### src/rtl/fra_pkg.sv
`timescale 1ns / 1ps
// Shared types, constants and the allocate decision for the fenced ring allocator.
// No dependencies; used by fenced_ring_allocator_core and its testbench.
package fra_pkg;

    localparam int RETIRE_DEPTH_DEFAULT = 16;
    localparam logic [31:0] RING_SIZE_RESET = 32'd65536;

    localparam logic OP_ALLOC = 1'b0;
    localparam logic OP_FREE  = 1'b1;

    localparam logic [2:0] STATUS_OK         = 3'd0;
    localparam logic [2:0] STATUS_WAIT       = 3'd1;
    localparam logic [2:0] STATUS_TOO_LARGE  = 3'd2;
    localparam logic [2:0] STATUS_NO_SPACE   = 3'd3;
    localparam logic [2:0] STATUS_QUEUE_FULL = 3'd4;

    typedef enum logic [0:0] {
        ST_IDLE,
        ST_CHECK
    } fra_state_t;

    typedef struct packed {
        logic        operation;
        logic [31:0] request_size;
        logic [31:0] region_offset;
        logic [63:0] release_fence;
        logic [63:0] completed_fence;
    } fra_cmd_t;

    typedef struct packed {
        logic [2:0]  status;
        logic [31:0] alloc_offset;
        logic [63:0] wait_fence;
    } fra_result_t;

    // One retire queue entry as stored in memory
    typedef struct packed {
        logic [63:0] fence;
        logic [31:0] start;
        logic [31:0] length;
    } fra_entry_t;

    localparam int ENTRY_W = $bits(fra_entry_t);

    typedef struct packed {
        fra_result_t result;
        logic        offset_we;
        logic [31:0] offset_next;
    } fra_decision_t;

    // Bump, wrap below the last retired end, wait on the head, or report no space.
    function automatic fra_decision_t alloc_decide(
        input logic [31:0] write_offset,
        input logic [31:0] ring_size,
        input logic [31:0] len,
        input logic [32:0] freed_end,
        input logic        queue_nonempty,
        input logic [63:0] head_fence
    );
        fra_decision_t d;
        logic [32:0]   bump_end;
        bump_end = {1'b0, write_offset} + {1'b0, len};
        d.result.status       = STATUS_NO_SPACE;
        d.result.alloc_offset = 32'd0;
        d.result.wait_fence   = 64'd0;
        d.offset_we           = 1'b0;
        d.offset_next         = write_offset;
        if (bump_end <= {1'b0, ring_size}) begin
            d.result.status       = STATUS_OK;
            d.result.alloc_offset = write_offset;
            d.offset_we           = 1'b1;
            d.offset_next         = bump_end[31:0];
        end else if ({1'b0, len} <= freed_end) begin
            d.result.status = STATUS_OK;
            d.offset_we     = 1'b1;
            d.offset_next   = len;
        end else if (queue_nonempty) begin
            d.result.status     = STATUS_WAIT;
            d.result.wait_fence = head_fence;
        end
        return d;
    endfunction

endpackage

### src/rtl/fra_ram.sv
`timescale 1ns / 1ps
// Generic single-write, single-read RAM with registered read data.
// No dependencies.
module fra_ram #(
    parameter int WIDTH = 128,
    parameter int DEPTH = 16
) (
    input  logic                     clk,
    input  logic                     we,
    input  logic [$clog2(DEPTH)-1:0] waddr,
    input  logic [WIDTH-1:0]         wdata,
    input  logic                     re,
    input  logic [$clog2(DEPTH)-1:0] raddr,
    output logic [WIDTH-1:0]         rdata
);

    logic [WIDTH-1:0] mem [DEPTH];
    logic [WIDTH-1:0] rdata_reg;

    always_ff @(posedge clk)
    begin
        if (we)
        begin
            mem[waddr] <= wdata;
        end
        if (re)
        begin
            rdata_reg <= mem[raddr];
        end
    end

    assign rdata = rdata_reg;

endmodule

### src/rtl/fenced_ring_allocator_core.sv
`timescale 1ns / 1ps
// Top level of the fenced ring allocator: control, offset and retire queue pointers.
// Depends on fra_pkg and fra_ram (retire queue storage).

// A transaction is taken when start is high and busy is low. A free, and an
// allocate that is too large or finds the retire queue empty, never raises
// busy. Any other allocate walks the retire queue head through the queue memory,
// which has registered read data, one entry per cycle: it holds busy while it
// retires each completed entry and checks an incomplete head. The result appears
// on result for one cycle with result_valid high, the cycle after the decision;
// it cannot be held off, so it must be captured then. The user must write ring_size
// through cfg_we/cfg_data only while the block is idle; it does not enforce this.
module fenced_ring_allocator_core #(
    parameter int RETIRE_DEPTH = fra_pkg::RETIRE_DEPTH_DEFAULT
) (
    input  logic                clk,
    input  logic                rst_n,
    input  logic                start,
    output logic                busy,
    input  fra_pkg::fra_cmd_t   cmd,
    input  logic                cfg_we,
    input  logic [31:0]         cfg_data,
    output logic                result_valid,
    output fra_pkg::fra_result_t result
);

    import fra_pkg::*;

    localparam int PTR_W = $clog2(RETIRE_DEPTH);
    localparam int CNT_W = $clog2(RETIRE_DEPTH + 1);

    fra_state_t       state_reg, state_next;
    logic [31:0]      ring_size_reg;
    logic [31:0]      write_offset_reg, write_offset_next;
    logic [PTR_W-1:0] head_reg, head_next;
    logic [PTR_W-1:0] tail_reg, tail_next;
    logic [CNT_W-1:0] count_reg, count_next;
    logic [31:0]      len_reg, len_next;
    logic [63:0]      done_reg, done_next;
    logic [32:0]      freed_end_reg, freed_end_next;
    fra_result_t      result_reg, result_next;
    logic             result_valid_reg, result_valid_next;

    logic             ram_we, ram_re;
    logic [PTR_W-1:0] ram_raddr;
    fra_entry_t       ram_wdata, ram_rdata;
    logic [ENTRY_W-1:0] ram_rdata_raw;

    logic             accept;
    logic             head_done;
    logic [32:0]      head_end;
    logic [PTR_W-1:0] head_adv;
    logic [PTR_W-1:0] tail_adv;
    fra_decision_t    dec_idle, dec_pop, dec_stop;

    fra_ram #(
        .WIDTH(ENTRY_W),
        .DEPTH(RETIRE_DEPTH)
    ) u_queue_ram (
        .clk  (clk),
        .we   (ram_we),
        .waddr(tail_reg),
        .wdata(ram_wdata),
        .re   (ram_re),
        .raddr(ram_raddr),
        .rdata(ram_rdata_raw)
    );

    assign ram_rdata = fra_entry_t'(ram_rdata_raw);

    assign accept    = start && (state_reg == ST_IDLE);
    assign busy      = (state_reg != ST_IDLE);
    assign head_done = (ram_rdata.fence <= done_reg);
    assign head_end  = {1'b0, ram_rdata.start} + {1'b0, ram_rdata.length};
    assign head_adv  = (head_reg == PTR_W'(RETIRE_DEPTH - 1)) ? '0 : head_reg + PTR_W'(1);
    assign tail_adv  = (tail_reg == PTR_W'(RETIRE_DEPTH - 1)) ? '0 : tail_reg + PTR_W'(1);

    assign dec_idle = alloc_decide(write_offset_reg, ring_size_reg, cmd.request_size,
                                   33'd0, 1'b0, 64'd0);
    assign dec_pop  = alloc_decide(write_offset_reg, ring_size_reg, len_reg,
                                   head_end, 1'b0, 64'd0);
    assign dec_stop = alloc_decide(write_offset_reg, ring_size_reg, len_reg,
                                   freed_end_reg, 1'b1, ram_rdata.fence);

    // Next state
    always_comb
    begin
        state_next = state_reg;
        case (state_reg)
            ST_IDLE:
            begin
                if (accept && (cmd.operation == OP_ALLOC) &&
                    (cmd.request_size <= ring_size_reg) && (count_reg != '0))
                begin
                    state_next = ST_CHECK;
                end
            end
            ST_CHECK:
            begin
                if (!(head_done && (count_reg > CNT_W'(1))))
                begin
                    state_next = ST_IDLE;
                end
            end
            default:
            begin
                state_next = ST_IDLE;
            end
        endcase
    end

    // Datapath and outputs
    always_comb
    begin
        write_offset_next = write_offset_reg;
        head_next         = head_reg;
        tail_next         = tail_reg;
        count_next        = count_reg;
        len_next          = len_reg;
        done_next         = done_reg;
        freed_end_next    = freed_end_reg;
        result_next       = result_reg;
        result_valid_next = 1'b0;
        ram_we            = 1'b0;
        ram_re            = 1'b0;
        ram_raddr         = head_reg;
        ram_wdata.fence   = cmd.release_fence;
        ram_wdata.start   = cmd.region_offset;
        ram_wdata.length  = cmd.request_size;
        case (state_reg)
            ST_IDLE:
            begin
                if (accept)
                begin
                    result_valid_next        = 1'b1;
                    result_next.status       = STATUS_OK;
                    result_next.alloc_offset = 32'd0;
                    result_next.wait_fence   = 64'd0;
                    if (cmd.operation == OP_FREE)
                    begin
                        if (count_reg == CNT_W'(RETIRE_DEPTH))
                        begin
                            result_next.status = STATUS_QUEUE_FULL;
                        end
                        else
                        begin
                            ram_we     = 1'b1;
                            tail_next  = tail_adv;
                            count_next = count_reg + CNT_W'(1);
                        end
                    end
                    else if (cmd.request_size > ring_size_reg)
                    begin
                        result_next.status = STATUS_TOO_LARGE;
                    end
                    else if (count_reg != '0)
                    begin
                        // Fetch the head and hold the result until the walk ends
                        result_valid_next = 1'b0;
                        ram_re            = 1'b1;
                        len_next          = cmd.request_size;
                        done_next         = cmd.completed_fence;
                        freed_end_next    = 33'd0;
                    end
                    else
                    begin
                        result_next = dec_idle.result;
                        if (dec_idle.offset_we)
                        begin
                            write_offset_next = dec_idle.offset_next;
                        end
                    end
                end
            end
            ST_CHECK:
            begin
                if (head_done)
                begin
                    head_next  = head_adv;
                    count_next = count_reg - CNT_W'(1);
                    if (count_reg > CNT_W'(1))
                    begin
                        // Advance to the next head
                        ram_re         = 1'b1;
                        ram_raddr      = head_adv;
                        freed_end_next = head_end;
                    end
                    else
                    begin
                        result_valid_next = 1'b1;
                        result_next       = dec_pop.result;
                        if (dec_pop.offset_we)
                        begin
                            write_offset_next = dec_pop.offset_next;
                        end
                    end
                end
                else
                begin
                    result_valid_next = 1'b1;
                    result_next       = dec_stop.result;
                    if (dec_stop.offset_we)
                    begin
                        write_offset_next = dec_stop.offset_next;
                    end
                end
            end
            default:
            begin
                result_valid_next = 1'b0;
            end
        endcase
    end

    always_ff @(posedge clk or negedge rst_n)
    begin
        if (!rst_n)
        begin
            state_reg        <= ST_IDLE;
            ring_size_reg    <= RING_SIZE_RESET;
            write_offset_reg <= 32'd0;
            head_reg         <= '0;
            tail_reg         <= '0;
            count_reg        <= '0;
            result_valid_reg <= 1'b0;
        end
        else
        begin
            state_reg        <= state_next;
            write_offset_reg <= write_offset_next;
            head_reg         <= head_next;
            tail_reg         <= tail_next;
            count_reg        <= count_next;
            result_valid_reg <= result_valid_next;
            if (cfg_we)
            begin
                ring_size_reg <= cfg_data;
            end
        end
    end

    always_ff @(posedge clk)
    begin
        len_reg       <= len_next;
        done_reg      <= done_next;
        freed_end_reg <= freed_end_next;
        result_reg    <= result_next;
    end

    assign result_valid = result_valid_reg;
    assign result       = result_reg;

endmodule

### config.mk
export PLATFORM = sky130hd
export DESIGN_NAME = fenced_ring_allocator_core
export DESIGN_NICKNAME = d
export VERILOG_FILES = /design/src/rtl/fra_pkg.sv /design/src/rtl/fra_ram.sv /design/src/rtl/fenced_ring_allocator_core.sv
export SDC_FILE = /design/constraint.sdc
export NUM_CORES = 2
export LEC_CHECK = 0
export ABC_AREA = 1
export BUFFER_PORTS_ARGS = -buffer_cell sky130_fd_sc_hd__buf_2
export CAP_MARGIN = 20
export CORE_MARGIN = 4
export CORE_UTILIZATION = 45
export DETAILED_ROUTE_END_ITERATION = 12
export PLACE_DENSITY_LB_ADDON = 0.12
export SETUP_SLACK_MARGIN = 0.3
export SLEW_MARGIN = 5
export SYNTH_ARGS = -nofsm -noshare
export SYNTH_HDL_FRONTEND = slang
export SYNTH_SLANG_ARGS = --single-unit
### constraint.sdc
create_clock -name clk -period 16.4 [get_ports clk]
set_clock_uncertainty 0.1 [all_clocks]
set_input_delay 4.92 -clock clk [delete_from_list [all_inputs] [get_ports clk]]
set_output_delay 4.92 -clock clk [all_outputs]
set_load 0.03 [all_outputs]
**Yosys cells after proc, flatten, opt, wreduce, memory -nomap -nowiden**

Memories as Yosys holds them, arrays and structs flattened. A register that Yosys moved wholly into a read port is not among the register bits.
Cells that the tools add are included.

- Word-level logic and storage cells: 142
- Output and inout bits: 101
- Input bits: 229
- RAM bits: 2048
- Memories kept: 1
- Register bits: 307

Memories:

| memory | depth | bits a word | read ports | clocked after memory_dff | write ports | RTL line | text |
|---|---|---|---|---|---|---|---|
| u_queue_ram.mem | 16 | 128 | 1 | 1 | 1 | fra_ram.sv:17 | `logic [WIDTH-1:0] mem [DEPTH];` |

- $add $sub $neg: 7
- Reduce and logical (&&, ||, !) cells: 13
- Equal/unequal tests: 19
- $lt $le $gt $ge: 9
- Bitwise operators: 4
- Muxes and demuxes: 76

Operator list:

| cell | count |
|---|---|
| two-way mux 33 bit | 12 |
| two-way mux 99 bit | 4 |
| two-way mux 32 bit | 11 |
| one-hot mux 99 bit (2 select lines) | 1 |
| two-way mux 96 bit | 2 |
| two-way mux 64 bit | 2 |
| adder 32 x 32 -> 33 bit | 3 |
| less-or-equal comparator 32 x 33 -> 1 bit | 2 |
| less-or-equal comparator 33 x 32 -> 1 bit | 2 |
| one-hot mux 33 bit (2 select lines) | 1 |
| less-or-equal comparator 64 bit | 1 |
| one-hot mux 32 bit (2 select lines) | 1 |
| greater-than comparator 32 bit | 1 |
| less-or-equal comparator 32 x 1 -> 1 bit, second input constant | 1 |
| less-or-equal comparator 32 bit | 1 |
| two-way mux 1 bit | 22 |
| two-way mux 4 bit | 5 |
| two-way mux 5 bit | 4 |
| inequality test 2 bit, second input constant | 7 |
| two-way mux 3 bit | 4 |
| AND reduction 11 bit | 1 |
| one-hot mux 5 bit (2 select lines) | 1 |
| adder 4 x 1 -> 4 bit, second input constant | 2 |
| == test 4 bit, second input constant | 2 |
| other kinds (19) | 35 |

**Depth between registers and ports, before layout**

- Depth after elaboration: 9
- Gate-level depth with buffers: 35

**Modules after synthesis**

From an unflattened synthesis, not the netlist that was laid out.

- Cells, all modules: 10473
- Area total of the unflattened synthesis: 111534.5 µm²

By module, submodules not included:

| module | cells an instance | area each (µm²) | times used |
|---|---|---|---|
| fra_ram | 7786 | 88899.0 | 1 |
| fenced_ring_allocator_core | 2687 | 22635.5 | 1 |

**Worst setup path before layout**

OpenSTA, ideal clock, no wires.

- Kind: input to register
- Start: input cmd[191] in the netlist's numbering
- End: register u_queue_ram.rdata_reg[0] (netlist: u_queue_ram.rdata[0]) (read register of u_queue_ram.mem) (enable)
- Data arrival time: 15.180 ns
- Library setup time: 0.792 ns
- Cell stages on the path: 11
- Path buffers: 0
- Path slack: 0.328 ns
- Data required time: 15.508 ns
- Cell sequence: ha_1 nand2_1 inv_1 nand3_1 nor4_1 inv_1 nor4_1 nand3_1 nand2_1 nand3_1 o21ai_0

- Cells in the longest elaborated chain, start to end: 5

Ends and longest elaborated chain:

| item | RTL line | text |
|---|---|---|
| start: declaration | fenced_ring_allocator_core.sv:20 | `input fra_pkg::fra_cmd_t cmd,` |
| greater-than comparator 32 bit | fenced_ring_allocator_core.sv:152 | `else if (cmd.request_size > ring_size_reg)` |
| two-way mux 1 bit | fenced_ring_allocator_core.sv:152 |  |
| two-way mux 1 bit | fenced_ring_allocator_core.sv:139 | `if (cmd.operation == OP_FREE)` |
| two-way mux 1 bit | fenced_ring_allocator_core.sv:133 | `if (accept)` |
| one-hot mux 1 bit (2 select lines) | fenced_ring_allocator_core.sv:130 | `case (state_reg)` |
| net ram_re | fenced_ring_allocator_core.sv:44 | `logic ram_we, ram_re;` |
| end: declaration | fra_ram.sv:18 | `logic [WIDTH-1:0] rdata_reg;` |

The timed path passes the listed nets, and every way through them passes these cells.
A chain may end at the register's enable or synchronous reset.

==> qor.yml <==
timing:
  fin_crit_sh: 0.608
  grt_setup_unrepaired: "false"
  slew_viol_final: 0
  finalSetupViolCount: 0
  fmax_mhz: 100
  fin_ws_ns: 6.43
  finalSetupTns_ns: 0
  finalCriticalPeriod_ns: 9.97
  hold_viol_final: 0
  relSlewSlack: 0.237
  worst_pin_slew_ns: 1.14
synthesis:
  synth.area.top_cells: "edfxtp_1 62%, nand3_1 11%, inv_1 8.0%"
  synth_warnings: 0
  syn_avg_cell_area_um2: 10.1
  syn_area_um2: 116000
  netlist_instances: 11500
  synthTopCellsByCount: "2591 x nand3_1, 2466 x inv_1, 2404 x edfxtp_1, 2111 x nand2_1, 329 x ha_1"
  synth-seq-area-share: 0.640
  synth_cell_types: 51
  yosys.cell_count.top_type: "nand3_1"
  synth_flop_cell: "edfxtp_1"
  synth_edf_count: 2404
  yosysTopAreaCell: "edfxtp_1"
  synthArstFlopShare: 0.0318
  ys_ff_latch: 2483
  yosys.area.top_type_share: 0.623
  synth_fp_nets: 12000
finish:
  finish.utilization: 0.505
  syn_to_final_growth_pct: 11.9
  fin_nets: 12200
  largest_reg_flops: 2048
  drive_gt1_frac: 0.0721
  fillers: 23000
  post_layout_nonfiller_instances: 15300
die:
  start_util: 0.452
  rows: 186
  fp.dieW_um: 515
  io_pins: 330
  floorplan.die_area_um2: 266000
  die_y_um: 515
  core_area_um2: 256000
detailed_routing:
  viasPerCell: 5.41
  first_iter_violations: 8230
  routed_wl_um: 359000
  drc_errors: 0
  firstDrtPassIters: 6
  wl_per_cell_um: 23.5
  via_count: 82500
  antenna_left: 0
worst_setup_path:
  cp_common_cell: "nand2_1"
  slowest_delay_ns: 0.51
  crit_slowest_cell: "inv_1"
  critPathBufInv: 6
  cp_max_fo: 32
  critPathCaptureType: "flop"
  cp_num_cells: 29
  start_kind: "primary input"
  cp_top_family: "simple AND/OR/NAND/NOR gates"
  worstSetupPathType: "in -> reg"
  ff2ff_path_depth: 16
  worstPathArrival_ns: 10.60
  cp.required_ns: 17.02
place:
  place_ws_ns: 5.36
  portBuffers: 329
  gp_congestion: 0.873
  post-dp-hpwl_um: 195000
  dp_cells: 14700
flow_run:
  drv_cap: 0
clock_tree:
  cts_root_buf: "clkbuf_16"
  clockBufferDepth: 4
  clk_pin_slew_ns: 0.06
  post_cts_buffers: 0
  cts_max_level: 5
  cts_tree: "built"
  clk_latency_ns: 0.93
  cts_buffers: 292
  post_cts_resized: 0
  ctsHoldBuffers: 0
  clkSinkCount: 2483
global_route:
  grt_pass1_vias: 78500
  grtUsageTotal: 0.266
  grt_antenna_before_repair: 43
  grt_max_degree: 192
  overflow: 0
  grt_pass1_wl_um: 527000
status:
  status: "completed"
min_path:
  whs_path_depth: 1
  hold_path.class: "reg -> reg"
power_and_ir_drop:
  cellPowerDensity_nw_per_um2: 194
  leakage_nw: 56.4
  power_mw: 25.1
  ir_drop_v: 0.000318
metal layers:
layer / GRT usage / vias up / wire length [um]
li1: - / 38100 / -
met3: 0.0374 / 605 / 25000
met2: 0.434 / 3091 / 167000
met5: 0 / - / 124
met1: 0.374 / 40600 / 157000
met4: 0.0710 / 20 / 9900
path summary, 6_finish.rpt:
check | from | endpoint | slack (ns)
min reg2reg | count_reg[3] | count_reg[3] | 0.41
max in group asynchronous | rst_n | write_offset_reg[28] | 11.10
min in group asynchronous | rst_n | ring_size_reg[13] | 3.86
max | cmd[160] | result[73] | 6.43
min | count_reg[3] | count_reg[3] | 0.41
max reg2reg | u_queue_ram.rdata[127] | u_queue_ram.rdata[62] | 8.29
cell type report:
type	count	area (um^2)	share of cell area
Antenna cell	15	37.5	0.000290
Inverter	2469	9280	0.0716
Tap cell	3384	4230	0.0327
Clock inverter	125	1020	0.00788
Clock buffer	365	7780	0.0600
Sequential cell	2483	74200	0.572
Multi-Input combinational cell	5967	30300	0.234
Timing Repair Buffer	442	2830	0.0218
cells in the final DEF (no fill, tap or decap), types with 13 or more instances in the layout:
master     instances
buf_4             88
clkbuf_16        300
clkbuf_1          62
xor2_1            62
nor2_4            17
bufinv_16         17
nand4_1           33
o21bai_1          14
dfrtp_1           78
buf_12            24
clkinv_2          35
o21ai_0          132
ha_1             329
buf_2            328
nand2_1         2106
nand3_1         2589
nor4_1            21
a21oi_1          210
xnor2_1           31
diode_2           15
nor3_1            23
nor2_1           294
edfxtp_1        2404
inv_1           2464
o21a_1            13
clkinv_1          62
logic make-up (layout without fill, tap and decap cells):
group           count (synthesis)  after routing  share of synthesized area
compound gates                435            435                     0.0207
xor+xnor                       93             93                    0.00703
fa+ha+maj                     332            332                     0.0360
buf+inv                      3011           3401                      0.101
flops                        2483           2483                      0.640
mux                             1              1                  0.0000972
other cells                     0             15                          0
simple gates                 5106           5106                      0.195
stage by stage:
step	hold WS (ns)	cell area, um^2
floorplan	0.364	116000
global placement	0.393	121000
detailed placement	0.395	121000
CTS	0.409	130000
global route	0.427	130000
finish	0.409	130000
report_power, final:
| group | total [mW] | switching, mW | internal [mW] |
|---|---|---|---|
| Sequential | 8.17 | 0.392 | 7.77 |
| Clock | 6.13 | 2.52 | 3.60 |
| Combinational | 10.8 | 7.80 | 3.02 |
| Total | 25.1 | 10.7 | 14.4 |
Note: power is estimated with default switching activity, not from simulation.
